--- config.mk ---
export PLATFORM = sky130hd
export DESIGN_NAME = double_ended_queue_core
export DESIGN_NICKNAME = d
export VERILOG_FILES = /design/src/hw/rtl/deq_pkg.sv /design/src/hw/rtl/deq_ram.sv /design/src/hw/rtl/deq_ptr.sv /design/src/hw/rtl/double_ended_queue_core.sv
export SDC_FILE = /design/constraint.sdc
export NUM_CORES = 2
export LEC_CHECK = 0
export BUFFER_PORTS_ARGS = -buffer_cell sky130_fd_sc_hd__buf_2
export CORE_MARGIN = 4
export CORE_UTILIZATION = 35
export DETAILED_ROUTE_END_ITERATION = 10
export PLACE_DENSITY = 0.49
export SETUP_SLACK_MARGIN = 0.02
export SYNTH_ARGS = -nofsm -noshare
export SYNTH_HDL_FRONTEND = slang
export SYNTH_SLANG_ARGS = --single-unit
--- constraint.sdc ---
create_clock -name clk -period 13.9 [get_ports clk]
set_input_delay 0.695 -clock clk [delete_from_list [all_inputs] [get_ports clk]]
set_output_delay 0.695 -clock clk [all_outputs]
set_load 0.05 [all_outputs]
--- src/hw/rtl/deq_pkg.sv ---
// Shared types, constants and index helpers for the double-ended queue.
// Used by deq_ptr and double_ended_queue_core. It has no dependencies.
package deq_pkg;

    localparam int DEPTH      = 64;
    localparam int DATA_WIDTH = 32;
    localparam int ADDR_W     = $clog2(DEPTH);
    localparam int CNT_W      = $clog2(DEPTH + 1);

    typedef logic [ADDR_W-1:0]     addr_t;
    typedef logic [CNT_W-1:0]      cnt_t;
    typedef logic [DATA_WIDTH-1:0] data_t;

    // Operation codes carried by the action field.
    typedef enum logic [1:0] {
        ACT_PUSH   = 2'd0,
        ACT_POP    = 2'd1,
        ACT_INJECT = 2'd2,
        ACT_EJECT  = 2'd3
    } action_t;

    // Result status codes.
    typedef enum logic [1:0] {
        ST_OK    = 2'd0,
        ST_EMPTY = 2'd1,
        ST_FULL  = 2'd2
    } status_t;

    // Decoded operation: memory access plus the result that goes with it.
    typedef struct packed {
        logic    mem_we;
        logic    mem_re;
        addr_t   addr;
        status_t status;
        cnt_t    count;
    } op_t;

    localparam addr_t LAST_IDX = addr_t'(DEPTH - 1);
    localparam cnt_t  FULL_CNT = cnt_t'(DEPTH);

    // Ring index one step forward, wrapping at the last slot.
    function automatic addr_t idx_next(input addr_t i);
        return (i == LAST_IDX) ? '0 : addr_t'(i + addr_t'(1));
    endfunction

    // Ring index one step back, wrapping at slot zero.
    function automatic addr_t idx_prev(input addr_t i);
        return (i == '0) ? LAST_IDX : addr_t'(i - addr_t'(1));
    endfunction

endpackage

--- src/hw/rtl/deq_ram.sv ---
// Generic single-port synchronous RAM with a registered read.
// Stands alone; the read data holds until the next read enable.
module deq_ram #(
    parameter int WIDTH = 32,
    parameter int DEPTH = 64
) (
    input  logic                     clk,
    input  logic                     we,
    input  logic                     re,
    input  logic [$clog2(DEPTH)-1:0] addr,
    input  logic [WIDTH-1:0]         wdata,
    output logic [WIDTH-1:0]         rdata
);

    logic [WIDTH-1:0] mem [DEPTH];
    logic [WIDTH-1:0] rdata_reg;

    // Write port and registered read port share one address.
    always_ff @(posedge clk)
    begin
        if (we)
        begin
            mem[addr] <= wdata;
        end
        if (re)
        begin
            rdata_reg <= mem[addr];
        end
    end

    assign rdata = rdata_reg;

endmodule

--- src/hw/rtl/deq_ptr.sv ---
// Front and rear ring pointers and the fill count of the deque.
// Decodes each operation into a memory access and its status. Uses deq_pkg.
module deq_ptr (
    input  logic             clk,
    input  logic             rst_n,
    input  logic             accept,
    input  deq_pkg::action_t act,
    output deq_pkg::op_t     op
);
    import deq_pkg::*;

    addr_t front_reg, front_next;
    addr_t rear_reg,  rear_next;
    cnt_t  count_reg, count_next;
    addr_t front_dec;
    addr_t rear_dec;

    assign front_dec = idx_prev(front_reg);
    assign rear_dec  = idx_prev(rear_reg);

    // Decode the operation against the current pointers and count.
    always_comb
    begin
        op.mem_we  = 1'b0;
        op.mem_re  = 1'b0;
        op.addr    = front_reg;
        op.status  = ST_OK;
        op.count   = count_reg;
        front_next = front_reg;
        rear_next  = rear_reg;
        case (act)
            ACT_PUSH:
            begin
                if (count_reg == FULL_CNT)
                begin
                    op.status = ST_FULL;
                end
                else
                begin
                    op.mem_we  = 1'b1;
                    op.addr    = front_dec;
                    front_next = front_dec;
                    op.count   = cnt_t'(count_reg + cnt_t'(1));
                end
            end
            ACT_INJECT:
            begin
                if (count_reg == FULL_CNT)
                begin
                    op.status = ST_FULL;
                end
                else
                begin
                    op.mem_we = 1'b1;
                    op.addr   = rear_reg;
                    rear_next = idx_next(rear_reg);
                    op.count  = cnt_t'(count_reg + cnt_t'(1));
                end
            end
            ACT_POP:
            begin
                if (count_reg == '0)
                begin
                    op.status = ST_EMPTY;
                end
                else
                begin
                    op.mem_re  = 1'b1;
                    op.addr    = front_reg;
                    front_next = idx_next(front_reg);
                    op.count   = cnt_t'(count_reg - cnt_t'(1));
                end
            end
            ACT_EJECT:
            begin
                if (count_reg == '0)
                begin
                    op.status = ST_EMPTY;
                end
                else
                begin
                    op.mem_re = 1'b1;
                    op.addr   = rear_dec;
                    rear_next = rear_dec;
                    op.count  = cnt_t'(count_reg - cnt_t'(1));
                end
            end
            default:
            begin
                op.status = ST_OK;
            end
        endcase
        count_next = op.count;
    end

    // Pointer and count registers move only on an accepted transfer.
    always_ff @(posedge clk or negedge rst_n)
    begin
        if (!rst_n)
        begin
            front_reg <= '0;
            rear_reg  <= '0;
            count_reg <= '0;
        end
        else if (accept)
        begin
            front_reg <= front_next;
            rear_reg  <= rear_next;
            count_reg <= count_next;
        end
    end

endmodule

--- src/hw/rtl/double_ended_queue_core.sv ---
// Top level of the bounded double-ended queue held in a RAM ring.
// Instantiates deq_ptr and deq_ram; uses deq_pkg.
//
// Usage:
//   Input channel (in_valid, in_stall, action, item_value): one operation per
//   transfer: push front, pop front, inject rear or eject rear.
//   Output channel (out_valid, out_stall, out_value, status, occupancy): one
//   result per operation, in order. out_value holds the removed element for
//   a successful pop or eject and zero otherwise; status reports ok, empty on
//   removal or full on insertion; occupancy is the count after the operation.
// Flow:
//   Push, inject and failed operations load their result into the output
//   registers at the input transfer; with no output stall they can follow
//   every cycle. Pop and eject read the single RAM port at the transfer; as
//   that read is registered, the RAM holds the data and the output registers
//   then take it, and no input is taken while the read is pending.
// Reset: rst_n clears pointers, count and handshake state; the deque is empty
//   and usable straight after reset. No clearing pass is run.
// Stall: while out_stall holds a result, in_stall is raised and nothing is
//   lost; the pending result and the RAM read data stay in place.
module double_ended_queue_core (
    input  logic                        clk,
    input  logic                        rst_n,
    input  logic                        in_valid,
    output logic                        in_stall,
    input  logic [1:0]                  action,
    input  logic signed [31:0]          item_value,
    output logic                        out_valid,
    input  logic                        out_stall,
    output logic signed [31:0]          out_value,
    output logic [1:0]                  status,
    output logic [6:0]                  occupancy
);
    import deq_pkg::*;

    op_t     op;
    logic    in_accept;
    logic    out_free;
    logic    load_direct;
    logic    load_read;
    data_t   wr_data;
    data_t   rd_data;

    logic    rd_pend_reg, rd_pend_next;
    cnt_t    pend_cnt_reg;
    logic    out_valid_reg, out_valid_next;
    logic [31:0] out_value_reg;
    status_t status_reg;
    cnt_t    occ_reg;

    // Handshake: one operation in flight while a RAM read is outstanding.
    assign in_stall    = rd_pend_reg | (out_valid_reg & out_stall);
    assign in_accept   = in_valid & ~in_stall;
    assign out_free    = ~out_valid_reg | ~out_stall;
    assign load_direct = in_accept & ~op.mem_re;
    assign load_read   = rd_pend_reg & out_free;

    assign wr_data = data_t'(unsigned'(item_value));

    deq_ptr u_ptr (
        .clk    (clk),
        .rst_n  (rst_n),
        .accept (in_accept),
        .act    (action_t'(action)),
        .op     (op)
    );

    deq_ram #(
        .WIDTH (DATA_WIDTH),
        .DEPTH (DEPTH)
    ) u_ram (
        .clk   (clk),
        .we    (in_accept & op.mem_we),
        .re    (in_accept & op.mem_re),
        .addr  (op.addr),
        .wdata (wr_data),
        .rdata (rd_data)
    );

    // Next values of the control flags.
    always_comb
    begin
        rd_pend_next = rd_pend_reg;
        if (in_accept & op.mem_re)
        begin
            rd_pend_next = 1'b1;
        end
        else if (load_read)
        begin
            rd_pend_next = 1'b0;
        end

        out_valid_next = out_valid_reg;
        if (load_direct | load_read)
        begin
            out_valid_next = 1'b1;
        end
        else if (~out_stall)
        begin
            out_valid_next = 1'b0;
        end
    end

    // Control registers.
    always_ff @(posedge clk or negedge rst_n)
    begin
        if (!rst_n)
        begin
            rd_pend_reg   <= 1'b0;
            out_valid_reg <= 1'b0;
        end
        else
        begin
            rd_pend_reg   <= rd_pend_next;
            out_valid_reg <= out_valid_next;
        end
    end

    // Result payload registers.
    always_ff @(posedge clk)
    begin
        if (in_accept & op.mem_re)
        begin
            pend_cnt_reg <= op.count;
        end
        if (load_direct)
        begin
            out_value_reg <= '0;
            status_reg    <= op.status;
            occ_reg       <= op.count;
        end
        else if (load_read)
        begin
            out_value_reg <= 32'(rd_data);
            status_reg    <= ST_OK;
            occ_reg       <= pend_cnt_reg;
        end
    end

    assign out_valid = out_valid_reg;
    assign out_value = signed'(out_value_reg);
    assign status    = status_reg;
    assign occupancy = 7'(occ_reg);

    // A removal that reads the RAM is always a successful one.
    a_read_is_ok: assert property (@(posedge clk) disable iff (!rst_n)
        (in_accept && op.mem_re) |-> (op.status == ST_OK && !op.mem_we))
        else $error("RAM read issued for a failed or writing operation");

    // A RAM read leaves a pending result for the next cycle.
    a_read_pends: assert property (@(posedge clk) disable iff (!rst_n)
        (in_accept && op.mem_re) |=> rd_pend_reg)
        else $error("RAM read without pending result");

    // Failed operations return a zero value; insertions also return zero.
    a_fail_zero: assert property (@(posedge clk) disable iff (!rst_n)
        (out_valid && status != ST_OK) |-> (out_value == 32'sd0))
        else $error("nonzero value on a failed operation");

    // Occupancy never exceeds the ring size.
    a_occ_bound: assert property (@(posedge clk) disable iff (!rst_n)
        out_valid |-> (occupancy <= 7'(FULL_CNT)))
        else $error("occupancy beyond deque depth");

endmodule

Word-level counts from Yosys, hierarchy flattened:

Memories as Yosys holds them, arrays and structs flattened. A register that Yosys moved wholly into a read port is not among the register bits.
Index checks and enable logic that the tools add are counted.

* register bits: 69
* RAM bits: 2048
* input bits: 38
* output and inout port bits: 43
* word-level logic and storage cells: 81
* memories: 1

Memories
* u_ram.mem: depth 64, width 32, rd ports 1, clocked after memory_dff 1, write ports 1, line deq_ram.sv:15 `logic [WIDTH-1:0] mem [DEPTH];`

* add/sub/neg operators: 6
* eq/ne operators: 10
* mux-type cells: 31
* bitwise logic cells: 13
* reduce and logical (&&, ||, !) cells: 11

Operator list (count)
* one-hot mux 15 bit (4 select lines): 1
* two-way mux 6 bit: 9
* two-way mux 7 bit: 6
* one-hot mux 6 bit (2 select lines): 2
* adder 6 x 1 -> 6 bit, second input constant: 2
* == test 6 bit, second input constant: 2
* zero test 6 bit: 2
* subtractor 6 x 1 -> 6 bit, second input constant: 2
* two-way mux 1 bit: 9
* nonzero test 2 bit: 4
* adder 7 x 1 -> 7 bit, second input constant: 1
* == test 7 bit, second input constant: 1
* zero test 7 bit: 1
* subtractor 7 x 1 -> 7 bit, second input constant: 1
* AND 1 bit: 6
* two-way mux 2 bit: 3
* != test 2 bit, second input constant: 3
* == test 2 bit, second input constant: 2
* NOT 1 bit: 4
* AND reduction 4 bit: 1
* bitwise OR 1 bit: 3
* AND reduction 3 bit: 1
* == test 2 x 1 -> 1 bit, second input constant: 1
* zero test 2 bit: 1
* 3 further kinds: 3

Logic depth before layout (Yosys ltp):

* depth after elaboration: 8
* depth in mapped cells: 17

Modules after synthesis:

Synthesis repeated with hierarchy kept, for this count alone.

* cells, all modules: 4704
* area total of the unflattened synthesis: 83209.8 sq um

Modules (own cells, without submodules)
* deq_ram: instances 1, cells an instance 4239, area each 79248.5 sq um
* deq_ptr: instances 1, cells an instance 288, area each 2124.5 sq um
* double_ended_queue_core: instances 1, cells an instance 177, area each 1836.8 sq um

Worst setup path before layout:

No wires, ideal clock.

* kind: register to register
* start: register u_ptr.count_reg[4]
* end: memory u_ram.mem[1][0] (enable)
* setup time: 421 ps
* data arrival time: 4404 ps
* required time: 13479 ps
* setup slack: 9074 ps
* stages on the path, launching flop included: 15
* buffers on the path: 7
* clock period less this slack: 4826 ps
* path through: dfrtp_1 buf_6 or3_1 buf_2 o31a_1 mux2_4 and2_4 buf_6 buf_6 buf_4 buf_6 buf_2 nor3_2 nand3_1 nor2_1

* word-level cells in the longest chain between the ends: 6
* elaborated cells between the ends (all ways): 11

Ends and longest elaborated chain
* from (decl): line deq_ptr.sv:14 `cnt_t count_reg, count_next;`
* from (signal assigned): line deq_ptr.sv:109 `count_reg <= count_next;`
* == test 7 bit: line deq_ptr.sv:34, deq_ptr.sv:48
* two-way mux 1 bit: line deq_ptr.sv:34, deq_ptr.sv:48
* two-way mux 1 bit
* AND 1 bit: line double_ended_queue_core.sv:73 `.we (in_accept & op.mem_we),`
* two-way mux 1 bit: line deq_ram.sv:21 `if (we)`
* two-way mux 1 bit (implied by the code): line deq_ram.sv:23 `mem[addr] <= wdata;`
* to (decl): line deq_ram.sv:15

Several ways; a longest one is shown, not always the timed one.

Worst setup path after layout:

* start: register u_ptr.count_reg[3]
* end: register u_ram.rdata_reg[14], in the netlist u_ram.rdata[14] (read register of u_ram.mem), data pin

* word-level cells in the longest chain between the ends: 4
* elaborated cells between the ends (all ways): 9

Ends and longest elaborated chain
* zero test 7 bit: line deq_ptr.sv:62, deq_ptr.sv:76
* two-way mux 7 bit, on equally long branches: line deq_ptr.sv:76, deq_ptr.sv:62
* one-hot mux 1 bit (2 select lines): line deq_ptr.sv:31 `case (act)`
* AND 1 bit: line double_ended_queue_core.sv:74 `.re (in_accept & op.mem_re),`
* to (decl): line deq_ram.sv:16 `logic [WIDTH-1:0] rdata_reg;`

Several ways; a longest one is shown, not always the timed one.
A chain may end at the register's enable or synchronous reset.

==> metrics.txt <==
# TYPE chip_impl_metric gauge
chip_impl_info{name="outcome",value="finished, final reports clean"} 1
chip_impl_metric{name="period_needed",unit="ns"} 6.66
chip_impl_metric{name="max_cap_viol_count",unit=""} 0
chip_impl_metric{name="timing_worst_slew_pin_value",unit="ns"} 1.27
chip_impl_metric{name="syn-cell-area",unit="µm²"} 84100
chip_impl_metric{name="dr_wl_met3",unit="µm"} 16800
chip_impl_metric{name="slew_headroom",unit=""} 0.152
chip_impl_metric{name="finalNonFillerCells",unit=""} 9136
chip_impl_metric{name="finalCoreUtilization",unit=""} 0.399
chip_impl_metric{name="synth_sequential_area_ratio",unit=""} 0.762
chip_impl_metric{name="ant_nets",unit=""} 0
chip_impl_metric{name="synth-async-reset-ratio",unit=""} 0.00977
chip_impl_metric{name="route.final.wire_length",unit="µm"} 254000
chip_impl_info{name="synth-main-ff-cell",value="edfxtp_1"} 1
chip_impl_info{name="worst_setup_path_type",value="register to register"} 1
chip_impl_metric{name="slew_violations",unit=""} 0
chip_impl_metric{name="global_route.overflow_total",unit=""} 0
chip_impl_metric{name="globalRouteTotalUtil",unit=""} 0.198
chip_impl_metric{name="ys_ff_latch",unit=""} 2149
chip_impl_metric{name="drt_drc_violations_left",unit=""} 0
chip_impl_info{name="clk_root_buffer_cell",value="clkbuf_16"} 1
chip_impl_metric{name="placeableCoreArea",unit="µm²"} 239000
chip_impl_metric{name="drtIter0Drc",unit=""} 6211
chip_impl_metric{name="finalWeightedCongestion",unit=""} 0.790
chip_impl_metric{name="yosys_warning_count",unit=""} 0
chip_impl_metric{name="post-place-cells",unit=""} 8731
chip_impl_metric{name="f_max",unit="MHz"} 150
chip_impl_metric{name="design.final.nets",unit=""} 5829
chip_impl_metric{name="fin_worst_skew",unit="ns"} 0.0454
chip_impl_metric{name="design.portCount",unit=""} 81
chip_impl_info{name="grt_setup_unrepaired",value="no"} 1
chip_impl_metric{name="largest_register_ffs",unit=""} 2048
chip_impl_metric{name="leakagePower",unit="nW"} 30.9
chip_impl_metric{name="worst_skew_pair.late_latency",unit="ns"} 0.87
chip_impl_metric{name="worstPathArrival",unit="ns"} 7.38
chip_impl_metric{name="dr_wl_met2",unit="µm"} 117000
chip_impl_metric{name="areaGrowthSynthToFinish",unit="%"} 13.1
chip_impl_metric{name="grt_pass1_vias",unit=""} 48000
chip_impl_metric{name="die_area",unit="µm²"} 248000
chip_impl_metric{name="layout-drive-gt1-share",unit=""} 0.102
chip_impl_metric{name="syn-mean-instance-area",unit="µm²"} 14.6
chip_impl_metric{name="synthDominantCellAreaShare",unit=""} 0.748
chip_impl_metric{name="clk_path_buf_depth",unit=""} 3
chip_impl_metric{name="dp.final_hpwl",unit="µm"} 132000
chip_impl_metric{name="timing.final.hold_violations",unit=""} 0
chip_impl_metric{name="cts.clk_slew.worst_paths",unit="ns"} 0.06
chip_impl_info{name="critPathLaunchType",value="register"} 1
chip_impl_info{name="post-synth-top-count-cell",value="edfxtp_1"} 1
chip_impl_info{name="critical_path.endpoint_type",value="register"} 1
chip_impl_metric{name="post_synth_inst_count",unit=""} 5762
chip_impl_metric{name="floorplan.die.height",unit="µm"} 498
chip_impl_metric{name="routed_wire_length_per_instance",unit="µm"} 27.8
chip_impl_info{name="top_layer_used",value="met5"} 1
chip_impl_info{name="cts_tree",value="yes"} 1
chip_impl_metric{name="grt_first_pass_wirelength",unit="µm"} 360000
chip_impl_metric{name="layout_worst_path_cycle_share",unit=""} 0.479
chip_impl_metric{name="cts_max_level",unit=""} 4
chip_impl_metric{name="largest_net_degree_at_the_start_of_global_routing",unit=""} 183
chip_impl_metric{name="met1_length",unit="µm"} 115000
chip_impl_metric{name="viasPerCell",unit=""} 5.60
chip_impl_metric{name="cp_data_required_time",unit="ns"} 14.62
chip_impl_metric{name="io_buffer_count",unit=""} 80
chip_impl_metric{name="max-vdd-ir-drop",unit="µV"} 168
chip_impl_metric{name="rows",unit=""} 179
chip_impl_metric{name="crit_fanout",unit=""} 154
chip_impl_metric{name="placed_cell_area",unit="µm²"} 88200
chip_impl_metric{name="synthDistinctLibCells",unit=""} 69
chip_impl_metric{name="die_width",unit="µm"} 498
chip_impl_metric{name="syn_nets",unit=""} 5808
chip_impl_metric{name="clock_sinks",unit=""} 2149
chip_impl_metric{name="num_vias",unit=""} 51200
chip_impl_metric{name="power.density_cell_area",unit="nW/µm²"} 202
chip_impl_metric{name="dr.pass1.iters",unit=""} 6
chip_impl_metric{name="fin_setup_tns",unit="ns"} 0
chip_impl_metric{name="pnr_total_power",unit="mW"} 19.2
chip_impl_info{name="netlist.top_cell.by_area",value="edfxtp_1"} 1
chip_impl_info{name="synthTopCellsByCount",value="edfxtp_1 (2096), nand2_1 (1385), a21oi_1 (568)"} 1
chip_impl_metric{name="antenna_found_initial",unit=""} 25
chip_impl_metric{name="finalSetupViolCount",unit=""} 0
chip_impl_info{name="worst_hold_path_type",value="primary input to register"} 1
chip_impl_metric{name="final_cell_area_excluding_filler_cells",unit="µm²"} 95100
chip_impl_metric{name="floorplan.initialDensity",unit=""} 0.353
chip_impl_metric{name="synth-edff-count",unit=""} 2096
chip_impl_metric{name="tritoncts.num_buffers",unit=""} 216
chip_impl_info{name="synth_area_leaders",value="edfxtp_1 (75%), nand2_1 (6.2%), a21oi_1 (3.4%)"} 1
[final timing paths]
path,end,from,cells after the start,slack [ns]
max,u_ram.rdata[14],u_ptr.count_reg[3],13,7.24
min,rd_pend_reg,out_stall,2,0.11
max reg2reg,u_ram.rdata[14],u_ptr.count_reg[3],13,7.24
min reg2reg,out_value[5],out_value[5],2,0.45
max in group asynchronous,u_ptr.count_reg[3],rst_n,2,13.20
min in group asynchronous,u_ptr.rear_reg[2],rst_n,2,0.34
[critical path: stages (launching register included)]
cell and delay (ns):
dfrtp_1 0.50, or3_1 0.55, o31a_1 0.47, mux2_4 0.29, and2_4 0.50, buf_4 0.71, buf_4 0.70, buf_12 0.55
buf_4 0.80, nand2_1 0.13, a32o_1 0.28, o22ai_1 0.18, or4_1 0.37, nand4b_1 0.17
[cell usage in the layout, fill, tap and decap left out, types with 71 or more instances in the layout]
cell	count
a21oi_1	568
a221oi_1	135
a32o_1	191
a32oi_1	190
buf_2	80
buf_4	125
clkbuf_16	216
edfxtp_1	2096
mux2i_1	137
nand2_1	1382
nor2_4	71
o22ai_1	95
[timing repair]
item / 4_1_cts / 5_1_grt
endpoints found under the hold margin: 21 / 0
hold buffers: 1 / 0
buffers inserted: 0 / 0
resized for setup: 0 / 0
[layer usage]
layer / up-vias / track usage
li1: 22400 / -
met1: 26500 / 0.292
met2: 1935 / 0.308
met3: 339 / 0.0296
met4: 6 / 0.0498
met5: - / 0
[through the flow]
| stage | setup WS (ns) | hold WS, ns |
|---|---|---|
| global placement | 7.44 | 0.442 |
| CTS | 7.27 | 0.0236 |
| finish | 7.24 | 0.110 |
| global route | 6.90 | 0.0687 |
| floorplan | 9.07 | 0.399 |
| detailed placement | 7.30 | 0.443 |
[area by class of cell]
class,instances,area (µm²)
fill,21900,143000
sequential,2149,64100
multi-input combinational,3187,18500
clock buffer,270,5650
tap,3167,3960
timing repair buffer,215,1530
clock inverter,127,1240
inverter,14,52.6
antenna,7,17.5
[cells by family (layout without fill, tap and decap cells)]
group	count (synthesis)	in the layout	synth area share
mux	143	143	0.0173
compound gates	1355	1355	0.113
buf+inv	426	626	0.0243
flops	2149	2149	0.762
simple gates	1672	1672	0.0810
fa+ha+maj	8	8	0.00119
xor+xnor	9	9	0.000937
other cells	0	7	0
[where the power goes]
group	internal, mW	leakage (nW)	switching [mW]
logic	1.77	8.17	4.18
registers	7.37	19.4	0.173
clock network	3.20	3.36	2.51
Note: power is estimated with default switching activity, not from simulation.
